--- config.mk ---
export PLATFORM = sky130hd
export DESIGN_NAME = script_line_tokenizer
export DESIGN_NICKNAME = d
export VERILOG_FILES = /design/src/hw/rtl/slt_pkg.sv /design/src/hw/rtl/script_line_tokenizer.sv /design/src/hw/rtl/slt_front.sv /design/src/hw/rtl/slt_queue.sv /design/src/hw/rtl/slt_back.sv
export SDC_FILE = /design/constraint.sdc
export NUM_CORES = 1
export LEC_CHECK = 0
export ABC_AREA = 1
export BUFFER_PORTS_ARGS = -buffer_cell sky130_fd_sc_hd__buf_2
export CORE_ASPECT_RATIO = 0.8
export CORE_MARGIN = 5
export CORE_UTILIZATION = 56
export DETAILED_ROUTE_END_ITERATION = 8
export GPL_ROUTABILITY_DRIVEN = 0
export HOLD_SLACK_MARGIN = 0.15
export PLACE_DENSITY_LB_ADDON = 0.05
export SLEW_MARGIN = 20
export SYNTH_ARGS = -nofsm -noshare
export SYNTH_HDL_FRONTEND = slang
export SYNTH_SLANG_ARGS = --single-unit
--- constraint.sdc ---
create_clock -name clk -period 4.65 [get_ports clk]
set_clock_uncertainty 0.15 [all_clocks]
set_input_delay 0.6975 -clock clk [delete_from_list [all_inputs] [get_ports clk]]
set_output_delay 0.6975 -clock clk [all_outputs]
set_load 0.02 [all_outputs]
--- src/hw/rtl/slt_pkg.sv ---
// ----------------------------------------------------------------------------
// slt_pkg: shared types and constants of the script line tokenizer
// Character codes, scan modes, event kinds and the per-byte event record that
// travels from the front end to the back end.
// ----------------------------------------------------------------------------
package slt_pkg;

  localparam logic [7:0] CH_NUL   = 8'h00;
  localparam logic [7:0] CH_TAB   = 8'h09;
  localparam logic [7:0] CH_NL    = 8'h0A;
  localparam logic [7:0] CH_CR    = 8'h0D;
  localparam logic [7:0] CH_SPACE = 8'h20;
  localparam logic [7:0] CH_QUOTE = 8'h22;
  localparam logic [7:0] CH_SLASH = 8'h2F;

  // Event slots of one input byte, in emission order:
  // 0..2 the held slash as a token byte, its token end and line end,
  // 3..5 the current byte, its token end and line end,
  // 6 the line end from a newline or text end, 7 the text end itself.
  localparam int SLOTS  = 8;
  localparam int QDEPTH = 4;

  typedef enum logic [2:0] {
    MODE_LINE,
    MODE_GAP,
    MODE_PLAIN,
    MODE_QUOTE,
    MODE_COMMENT
  } mode_t;

  typedef enum logic [1:0] {
    EV_BYTE,
    EV_TOKEN,
    EV_LINE,
    EV_END
  } kind_t;

  typedef struct packed {
    kind_t       kind;
    logic [7:0]  token_byte;
    logic [3:0]  arg_index;
    logic [6:0]  count_value;
  } event_t;

  typedef struct packed {
    logic [SLOTS-1:0] mask;
    event_t [SLOTS-1:0] ev;
  } record_t;

  function automatic event_t mk_event(kind_t kind, logic [7:0] byte_val,
                                      logic [3:0] idx, logic [6:0] cnt);
    event_t e;
    e.kind        = kind;
    e.token_byte  = byte_val;
    e.arg_index   = idx;
    e.count_value = cnt;
    return e;
  endfunction

endpackage

--- src/hw/rtl/script_line_tokenizer.sv ---
// ----------------------------------------------------------------------------
// script_line_tokenizer: streaming tokenizer for script text
// Splits script lines into tokens and reports token bytes, token ends, line
// ends and the end of the text as a stream of events.
// ----------------------------------------------------------------------------
// Usage:
// Text enters one byte per transaction on text_valid/text_stall/text_byte;
// a zero byte marks the end of a text. Events leave on event_valid/
// event_stall with kind, byte, argument index, count and a flag marking the
// final event raised by a byte. A byte that raises no event (blanks, comment
// text) only updates the scan state.
// The front end takes one byte per cycle unless the queue is full and writes
// its events as one record into a four-entry queue; the back end issues one
// event per cycle unless the receiver stalls. A byte's first event passes
// through the queue store and then the output register before it is shown.
// Sustained throughput is one transaction per cycle on whichever side carries
// more, and a byte that raises n events takes n output transactions.
// text_stall rises only when the queue is full. When the receiver stalls, the
// output event holds and the queue absorbs up to four more event-raising
// bytes. Reset clears the scan state, the queue and the output valid flag.
// ----------------------------------------------------------------------------
module script_line_tokenizer
  import slt_pkg::*;
#(
  parameter int MAX_ARGS    = 16,
  parameter int MAX_ARG_LEN = 64
) (
  input  logic       clk,
  input  logic       rst,
  input  logic       text_valid,
  output logic       text_stall,
  input  logic [7:0] text_byte,
  output logic       event_valid,
  input  logic       event_stall,
  output logic [1:0] event_kind,
  output logic [7:0] token_byte,
  output logic [3:0] arg_index,
  output logic [6:0] count_value,
  output logic       last_of_run
);

  logic    take;
  logic    push;
  logic    pop;
  logic    full;
  logic    nonempty;
  record_t rec;
  record_t head;

  assign text_stall = full;
  assign take       = text_valid && !full;

  slt_front #(
    .MAX_ARGS    (MAX_ARGS),
    .MAX_ARG_LEN (MAX_ARG_LEN)
  ) u_front (
    .clk       (clk),
    .rst       (rst),
    .take      (take),
    .text_byte (text_byte),
    .push      (push),
    .rec       (rec)
  );

  slt_queue u_queue (
    .clk      (clk),
    .rst      (rst),
    .push     (push),
    .wr_rec   (rec),
    .pop      (pop),
    .head     (head),
    .nonempty (nonempty),
    .full     (full)
  );

  slt_back u_back (
    .clk         (clk),
    .rst         (rst),
    .head        (head),
    .nonempty    (nonempty),
    .pop         (pop),
    .event_valid (event_valid),
    .event_stall (event_stall),
    .event_kind  (event_kind),
    .token_byte  (token_byte),
    .arg_index   (arg_index),
    .count_value (count_value),
    .last_of_run (last_of_run)
  );

endmodule

--- src/hw/rtl/slt_front.sv ---
// ----------------------------------------------------------------------------
// slt_front: byte classifier and scan state
// Holds the scan mode and counters, and turns each accepted byte into a record
// of up to eight ordered event slots for the back end.
// ----------------------------------------------------------------------------
module slt_front
  import slt_pkg::*;
#(
  parameter int MAX_ARGS    = 16,
  parameter int MAX_ARG_LEN = 64
) (
  input  logic       clk,
  input  logic       rst,
  input  logic       take,
  input  logic [7:0] text_byte,
  output logic       push,
  output record_t    rec
);

  localparam int TW = $clog2(MAX_ARGS + 1);
  localparam int LW = $clog2(MAX_ARG_LEN);
  localparam logic [TW-1:0] ARG_LIMIT = TW'(MAX_ARGS);
  localparam logic [LW-1:0] LEN_LIMIT = LW'(MAX_ARG_LEN - 1);

  mode_t         mode, mode_next;
  logic          slash, slash_next;
  logic          swallow, swallow_next;
  logic [TW-1:0] tokens, tokens_next;
  logic [LW-1:0] length, length_next;

  logic live;
  logic do_add, do_fin, do_endl, do_end, quoted_cut;
  logic is_blank;

  assign is_blank = (text_byte == CH_SPACE) || (text_byte == CH_TAB);

  always_comb begin
    mode_next    = mode;
    slash_next   = slash;
    swallow_next = swallow;
    tokens_next  = tokens;
    length_next  = length;
    rec          = '0;
    live         = 1'b1;
    do_add       = 1'b0;
    do_fin       = 1'b0;
    do_endl      = 1'b0;
    do_end       = 1'b0;
    quoted_cut   = 1'b0;

    // A quote straight after a quoted token cut at the length limit is dropped.
    if (swallow) begin
      swallow_next = 1'b0;
      if (text_byte == CH_QUOTE) live = 1'b0;
    end

    if (live && slash) begin
      slash_next = 1'b0;
      if (text_byte == CH_SLASH) begin
        mode_next = MODE_COMMENT;
        live      = 1'b0;
      end else begin
        // The held slash opens a plain token before this byte is handled.
        rec.mask[0] = 1'b1;
        rec.ev[0]   = mk_event(EV_BYTE, CH_SLASH, 4'(tokens_next), 7'd0);
        mode_next   = MODE_PLAIN;
        length_next = LW'(1);
        if (length_next == LEN_LIMIT) begin
          rec.mask[1] = 1'b1;
          rec.ev[1]   = mk_event(EV_TOKEN, 8'd0, 4'(tokens_next), 7'(length_next));
          tokens_next = tokens_next + TW'(1);
          length_next = '0;
          if (tokens_next >= ARG_LIMIT) begin
            rec.mask[2] = 1'b1;
            rec.ev[2]   = mk_event(EV_LINE, 8'd0, 4'd0, 7'(tokens_next));
            tokens_next = '0;
            mode_next   = MODE_LINE;
          end else begin
            mode_next = MODE_GAP;
          end
        end
      end
    end

    if (live) begin
      unique case (mode_next) inside
        MODE_LINE, MODE_GAP: begin
          if (is_blank) begin
          end else if ((text_byte == CH_CR) && (mode_next == MODE_LINE)) begin
          end else if (text_byte == CH_NL) begin
            do_endl = 1'b1;
          end else if (text_byte == CH_NUL) begin
            do_end = 1'b1;
          end else if (text_byte == CH_SLASH) begin
            slash_next = 1'b1;
          end else if (text_byte == CH_QUOTE) begin
            mode_next   = MODE_QUOTE;
            length_next = '0;
          end else begin
            mode_next   = MODE_PLAIN;
            length_next = '0;
            do_add      = 1'b1;
          end
        end
        MODE_PLAIN: begin
          if (is_blank) begin
            do_fin = 1'b1;
          end else if (text_byte == CH_NL) begin
            do_fin  = 1'b1;
            do_endl = 1'b1;
          end else if (text_byte == CH_NUL) begin
            do_fin = 1'b1;
            do_end = 1'b1;
          end else begin
            do_add = 1'b1;
          end
        end
        MODE_QUOTE: begin
          if (text_byte == CH_QUOTE) begin
            do_fin = 1'b1;
          end else if (text_byte == CH_NL) begin
            do_fin  = 1'b1;
            do_endl = 1'b1;
          end else if (text_byte == CH_NUL) begin
            do_fin = 1'b1;
            do_end = 1'b1;
          end else begin
            do_add = 1'b1;
          end
        end
        default: begin
          if (text_byte == CH_NL) do_endl = 1'b1;
          else if (text_byte == CH_NUL) do_end = 1'b1;
        end
      endcase

      if (do_add) begin
        rec.mask[3] = 1'b1;
        rec.ev[3]   = mk_event(EV_BYTE, text_byte, 4'(tokens_next), 7'd0);
        length_next = length_next + LW'(1);
        if (length_next == LEN_LIMIT) begin
          quoted_cut = (mode_next == MODE_QUOTE);
          do_fin     = 1'b1;
        end
      end

      if (do_fin) begin
        if (length_next != '0) begin
          rec.mask[4] = 1'b1;
          rec.ev[4]   = mk_event(EV_TOKEN, 8'd0, 4'(tokens_next), 7'(length_next));
          tokens_next = tokens_next + TW'(1);
        end
        length_next = '0;
        if (tokens_next >= ARG_LIMIT) begin
          rec.mask[5] = 1'b1;
          rec.ev[5]   = mk_event(EV_LINE, 8'd0, 4'd0, 7'(tokens_next));
          tokens_next = '0;
          mode_next   = MODE_LINE;
        end else begin
          mode_next = MODE_GAP;
        end
      end

      if (quoted_cut) swallow_next = 1'b1;

      if (do_endl || do_end) begin
        if (tokens_next != '0) begin
          rec.mask[6] = 1'b1;
          rec.ev[6]   = mk_event(EV_LINE, 8'd0, 4'd0, 7'(tokens_next));
        end
        tokens_next = '0;
        length_next = '0;
        mode_next   = MODE_LINE;
      end

      if (do_end) begin
        rec.mask[7]  = 1'b1;
        rec.ev[7]    = mk_event(EV_END, 8'd0, 4'd0, 7'd0);
        mode_next    = MODE_LINE;
        slash_next   = 1'b0;
        swallow_next = 1'b0;
      end
    end
  end

  assign push = take && (rec.mask != '0);

  always_ff @(posedge clk) begin
    if (rst) begin
      mode    <= MODE_LINE;
      slash   <= 1'b0;
      swallow <= 1'b0;
      tokens  <= '0;
      length  <= '0;
    end else if (take) begin
      mode    <= mode_next;
      slash   <= slash_next;
      swallow <= swallow_next;
      tokens  <= tokens_next;
      length  <= length_next;
    end
  end

endmodule

--- src/hw/rtl/slt_queue.sv ---
// ----------------------------------------------------------------------------
// slt_queue: record queue between front and back end
// A small first-in first-out store of event records, so that a byte which
// raises several events does not hold up the bytes behind it at once.
// ----------------------------------------------------------------------------
module slt_queue
  import slt_pkg::*;
(
  input  logic    clk,
  input  logic    rst,
  input  logic    push,
  input  record_t wr_rec,
  input  logic    pop,
  output record_t head,
  output logic    nonempty,
  output logic    full
);

  localparam int PW = $clog2(QDEPTH);
  localparam int CW = $clog2(QDEPTH + 1);

  record_t         store [QDEPTH];
  logic [PW-1:0]   wr_ptr;
  logic [PW-1:0]   rd_ptr;
  logic [CW-1:0]   count;

  assign full     = (count == CW'(QDEPTH));
  assign nonempty = (count != '0);
  assign head     = store[rd_ptr];

  always_ff @(posedge clk) begin
    if (push) store[wr_ptr] <= wr_rec;
  end

  always_ff @(posedge clk) begin
    if (rst) begin
      wr_ptr <= '0;
      rd_ptr <= '0;
      count  <= '0;
    end else begin
      if (push) wr_ptr <= wr_ptr + PW'(1);
      if (pop)  rd_ptr <= rd_ptr + PW'(1);
      if (push && !pop)      count <= count + CW'(1);
      else if (pop && !push) count <= count - CW'(1);
    end
  end

endmodule

--- src/hw/rtl/slt_back.sv ---
// ----------------------------------------------------------------------------
// slt_back: event serialiser and output register
// Walks the pending slots of the record at the head of the queue, lowest slot
// first, and presents one event per transaction on the output channel.
// ----------------------------------------------------------------------------
module slt_back
  import slt_pkg::*;
(
  input  logic        clk,
  input  logic        rst,
  input  record_t     head,
  input  logic        nonempty,
  output logic        pop,
  output logic        event_valid,
  input  logic        event_stall,
  output logic [1:0]  event_kind,
  output logic [7:0]  token_byte,
  output logic [3:0]  arg_index,
  output logic [6:0]  count_value,
  output logic        last_of_run
);

  localparam int SW = $clog2(SLOTS);

  logic [SLOTS-1:0] taken;
  logic [SLOTS-1:0] pending;
  logic [SLOTS-1:0] pick_bit;
  logic [SLOTS-1:0] rest;
  logic [SW-1:0]    pick_idx;
  logic             found;
  logic             load;
  event_t           ev_out;
  logic             last_out;

  assign pending = head.mask & ~taken;

  always_comb begin
    pick_idx = '0;
    found    = 1'b0;
    for (int i = 0; i < SLOTS; i++) begin
      if (!found && pending[i]) begin
        pick_idx = SW'(i);
        found    = 1'b1;
      end
    end
  end

  assign pick_bit = SLOTS'(1) << pick_idx;
  assign rest     = pending & ~pick_bit;
  assign load     = nonempty && (!event_valid || !event_stall);
  assign pop      = load && (rest == '0);

  always_ff @(posedge clk) begin
    if (load) begin
      ev_out   <= head.ev[pick_idx];
      last_out <= (rest == '0);
    end
  end

  always_ff @(posedge clk) begin
    if (rst) begin
      event_valid <= 1'b0;
      taken       <= '0;
    end else begin
      if (load) begin
        event_valid <= 1'b1;
        if (rest == '0) taken <= '0;
        else taken <= taken | pick_bit;
      end else if (!event_stall) begin
        event_valid <= 1'b0;
      end
    end
  end

  assign event_kind  = ev_out.kind;
  assign token_byte  = ev_out.token_byte;
  assign arg_index   = ev_out.arg_index;
  assign count_value = ev_out.count_value;
  assign last_of_run = last_out;

endmodule

==> results.yml <==
run_status:
  status: "finished clean"
critical_path:
  worstPathRequired_ps: 4890
  cpMostUsedCell: "nand2_4"
  critPathBufInv: 6
  arrival_ps: 4610
  reg2reg_slack_ps: 400
  cpMaxStageDelayCell: "fa_1"
  slowest_delay_ps: 430
  setup.worst_path.start: "text_byte[6]"
  crit_type: "in2reg"
  r2r_cells: 24
  worstSetupEndpointType: "flop"
  regToRegEndpoint: "u_queue.count[1]$_SDFFE_PP0P_"
  cp_top_family: "simple AND/OR/NAND/NOR gates"
  startpoint_type: "input port"
  crit_fanout: 5
sta:
  finalCritPeriodShare_pct: 94.0
  worstMarginPinSlew_ps: 776
  period_needed_ps: 4370
  hold_viol: 0
  setup_tns_ps: 0
  fmax_ghz: 0.229
  finalSetupViolCount: 0
  slew-limit-headroom_pct: 48.0
  drv_slew: 0
cts:
  clockBufferDepth: 3
  cts_root_buf: "clkbuf_16"
  cts-hold-fix-buffers: 0
  numCtsBuffers: 23
  cts_htree_levels: 1
  insertion_delay_ps: 510
  clk_pin_slew_ps: 60
  clock-sinks: 221
  cts_tree: "done"
detailed_routing:
  dr.pass1.iters: 5
  vias: 7179
  drc: 0
  post_drt_via_cell_ratio: 5.64
  wl_per_cell_um: 18.1
  drtAntennaViolNets: 0
  drt_iter0_drc: 660
  wl_um: 23000
pwr:
  max-vdd-ir-drop_mv: 0.307
  seq_power_share_pct: 43.7
  switching_share_pct: 31.4
  p_switching_mw: 1.86
  p_int_mw: 4.07
  clkPwrFrac_pct: 30.0
  powerDensity_mw_per_mm2: 506
  power.leakage_nw: 4.60
  combPwrFrac_pct: 26.2
finish:
  final_nets: 1054
  area_delta_synth_final_pct: 19.8
  n_antenna_cell: 0
  final_cells: 1273
  drive_gt1_share_pct: 22.8
floorplanning:
  die_h_um: 128
  die_area_mm2: 0.0202
  rows: 43
  fp.coreArea_mm2: 0.0173
  die_width_um: 158
  initial_utilization_pct: 56.6
  ios: 36
global_routing:
  gr-total-overflow: 0
  grt_pass1_wl_um: 36900
  antenna_found_initial: 0
  grt_pass1_vias: 7036
  grt_max_degree: 44
  grt_util_all_layers_pct: 23.3
synthesis:
  ys_seq_area_share_pct: 64.6
  postSynthAreaPerCell_um2: 10.7
  yosysWarnings: 0
  syn_nets: 934
  synth_top_flop_cell: "edfxtp_1"
  syn_area_mm2: 0.00978
  ys_seq_elements: 221
  synth_cells: 912
  async_reset_ff_share_pct: 0
  synth-edff-count: 189
  synth.distinct_cells: 44
place:
  hpwl_um: 15400
  dp.cells: 1229
  io_buffers: 34
flow_run:
  maxCapViolCount: 0
worst_hold_path:
  min_from: "u_back.taken[6]$_SDFFE_PP0P_"
  whs_endpoint: "u_back.taken[6]$_SDFFE_PP0P_"
  hp-class: "reg2reg"
  hold_depth: 2
[tightest hold or removal path: stages, from the launching register on]
cell	delay, ps
dfxtp_1	310
inv_1	50
a21oi_1	50
[stage by stage]
step | hold slack [ps] | total power [mW] | cell area (µm²) | setup WS [ps] | utilization [%]
final | 299 | 5.93 | 11700 | 281 | 67.8
after global routing | 324 | 6.23 | 11700 | -29.6 | 67.8
after floorplan | 276 | 3.58 | 9790 | -295 | -
after CTS | 299 | 5.95 | 11600 | 171 | 67.4
after detailed placement | 289 | 4.17 | 10900 | -323 | 63.1
after global placement | 283 | 4.14 | 10900 | -94.6 | 63.1
[metal layers]
layer	part of all wire, %	track usage [%]
met3	6.4	3.54
met5	0	0
met4	2.4	6.02
met1	43	33.0
met2	48	38.1
[area by class of cell]
class,instances,area (µm²)
Clock buffer,34,647
Clock inverter,7,85.1
Fill cell,1271,5550
Inverter,85,319
Multi-Input combinational cell,574,3100
Sequential cell,221,6320
Tap cell,225,282
Timing Repair Buffer,127,968
[synth_stat cells, types with 4 or more instances]
cell / instances / area [µm²]
o221ai_1: 5 / 43.8
o21ai_1: 5 / 25.0
inv_2: 14 / 52.6
dfxtp_1: 32 / 641
nor2_1: 124 / 465
nand3_2: 4 / 40.0
nand2_2: 22 / 138
a221oi_1: 6 / 52.6
inv_1: 70 / 263
a211oi_1: 4 / 30.0
a32o_1: 14 / 140
nor2_4: 4 / 45.0
edfxtp_1: 189 / 5680
nand4_1: 8 / 50.1
a22oi_1: 6 / 45.0
clkbuf_1: 25 / 93.8
nand2_1: 155 / 582
nor2_2: 7 / 43.8
ha_1: 9 / 113
o22ai_1: 17 / 106
nand3_1: 31 / 155
nand2_4: 8 / 90.1
o21ai_0: 51 / 255
a21oi_1: 71 / 355
[state kept, by name, indices dropped and copies added (netlist names), named ones only]
| register | count |
|---|---|
| u_front.mode | 3 |
| u_back.event_kind | 2 |
| u_front.slash | 1 |
| u_queue.store | 168 |
| u_back.arg_index | 4 |
| u_back.last_of_run | 1 |
| u_queue.count | 3 |
| u_front.length | 6 |
| u_back.taken | 6 |
| u_back.count_value | 6 |
| u_back.event_valid | 1 |
| u_back.token_byte | 8 |
| u_front.swallow | 1 |
| u_queue.wr_ptr | 2 |
| u_front.tokens | 5 |
| u_queue.rd_ptr | 2 |
[worst max path at each step]
stage                                                 to  slack, ps  cells after the start
after detailed placement   u_queue.count[2]$_SDFFE_PP0P_       -320                     34
after global placement     u_queue.count[2]$_SDFFE_PP0P_        -90                     34
after global routing       u_queue.count[2]$_SDFFE_PP0P_        -30                     36
final                      u_queue.count[2]$_SDFFE_PP0P_        280                     36
after floorplan           u_queue.store[0][10]$_DFFE_PP_       -290                     26
after CTS                  u_queue.count[2]$_SDFFE_PP0P_        170                     34
[repair_timing]
action,4_1_cts,5_1_grt
gates resized for setup,0,13
buffers inserted,0,3
endpoints found under the setup margin,0,2
[layout by cell type (no fill, tap or decap), types with 4 or more instances in the layout]
| cell | netlist | routed |
|---|---|---|
| a22oi_1 | 6 | 6 |
| clkbuf_1 | 25 | 8 |
| o21ai_2 | 2 | 4 |
| ha_1 | 9 | 7 |
| nand3_1 | 31 | 29 |
| buf_4 | 3 | 85 |
| nand3_2 | 4 | 5 |
| edfxtp_1 | 189 | 189 |
| nand4_1 | 8 | 8 |
| nand2_2 | 22 | 25 |
| nor2_1 | 124 | 123 |
| o22ai_1 | 17 | 17 |
| nor2_4 | 4 | 9 |
| a32o_1 | 14 | 14 |
| buf_2 | 2 | 34 |
| o21ai_1 | 5 | 5 |
| a211oi_1 | 4 | 4 |
| inv_1 | 70 | 68 |
| nand2_1 | 155 | 152 |
| dfxtp_1 | 32 | 31 |
| clkinv_1 | 1 | 4 |
| buf_12 | 0 | 8 |
| o221ai_1 | 5 | 5 |
| inv_2 | 14 | 16 |
| o21ai_0 | 51 | 49 |
| nand2_4 | 8 | 8 |
| a21oi_1 | 71 | 71 |
| a221oi_1 | 6 | 6 |
| clkbuf_16 | 0 | 23 |
[power groups by stage]
stage | Combinational [mW] | Clock, mW | Sequential [mW]
after detailed placement | 1.54 | 0 | 2.63
after CTS | 1.55 | 1.81 | 2.60
after global routing | 1.71 | 1.90 | 2.62
after global placement | 1.51 | 0 | 2.63
after floorplan | 0.826 | 0 | 2.76
final | 1.56 | 1.78 | 2.60
[cells by family after synthesis]
family	count (synthesis)	share of synthesized area, %
and+or+nand+nor	374	17.7
DFF	221	64.6
AOI/OAI and AO/OA	185	11.3
buffers and inverters	117	4.63
adders and majority gates	10	1.36
xor gates and xnor gates	4	0.435
other	1	0.0383
Note: power is estimated with default switching activity, not from simulation.
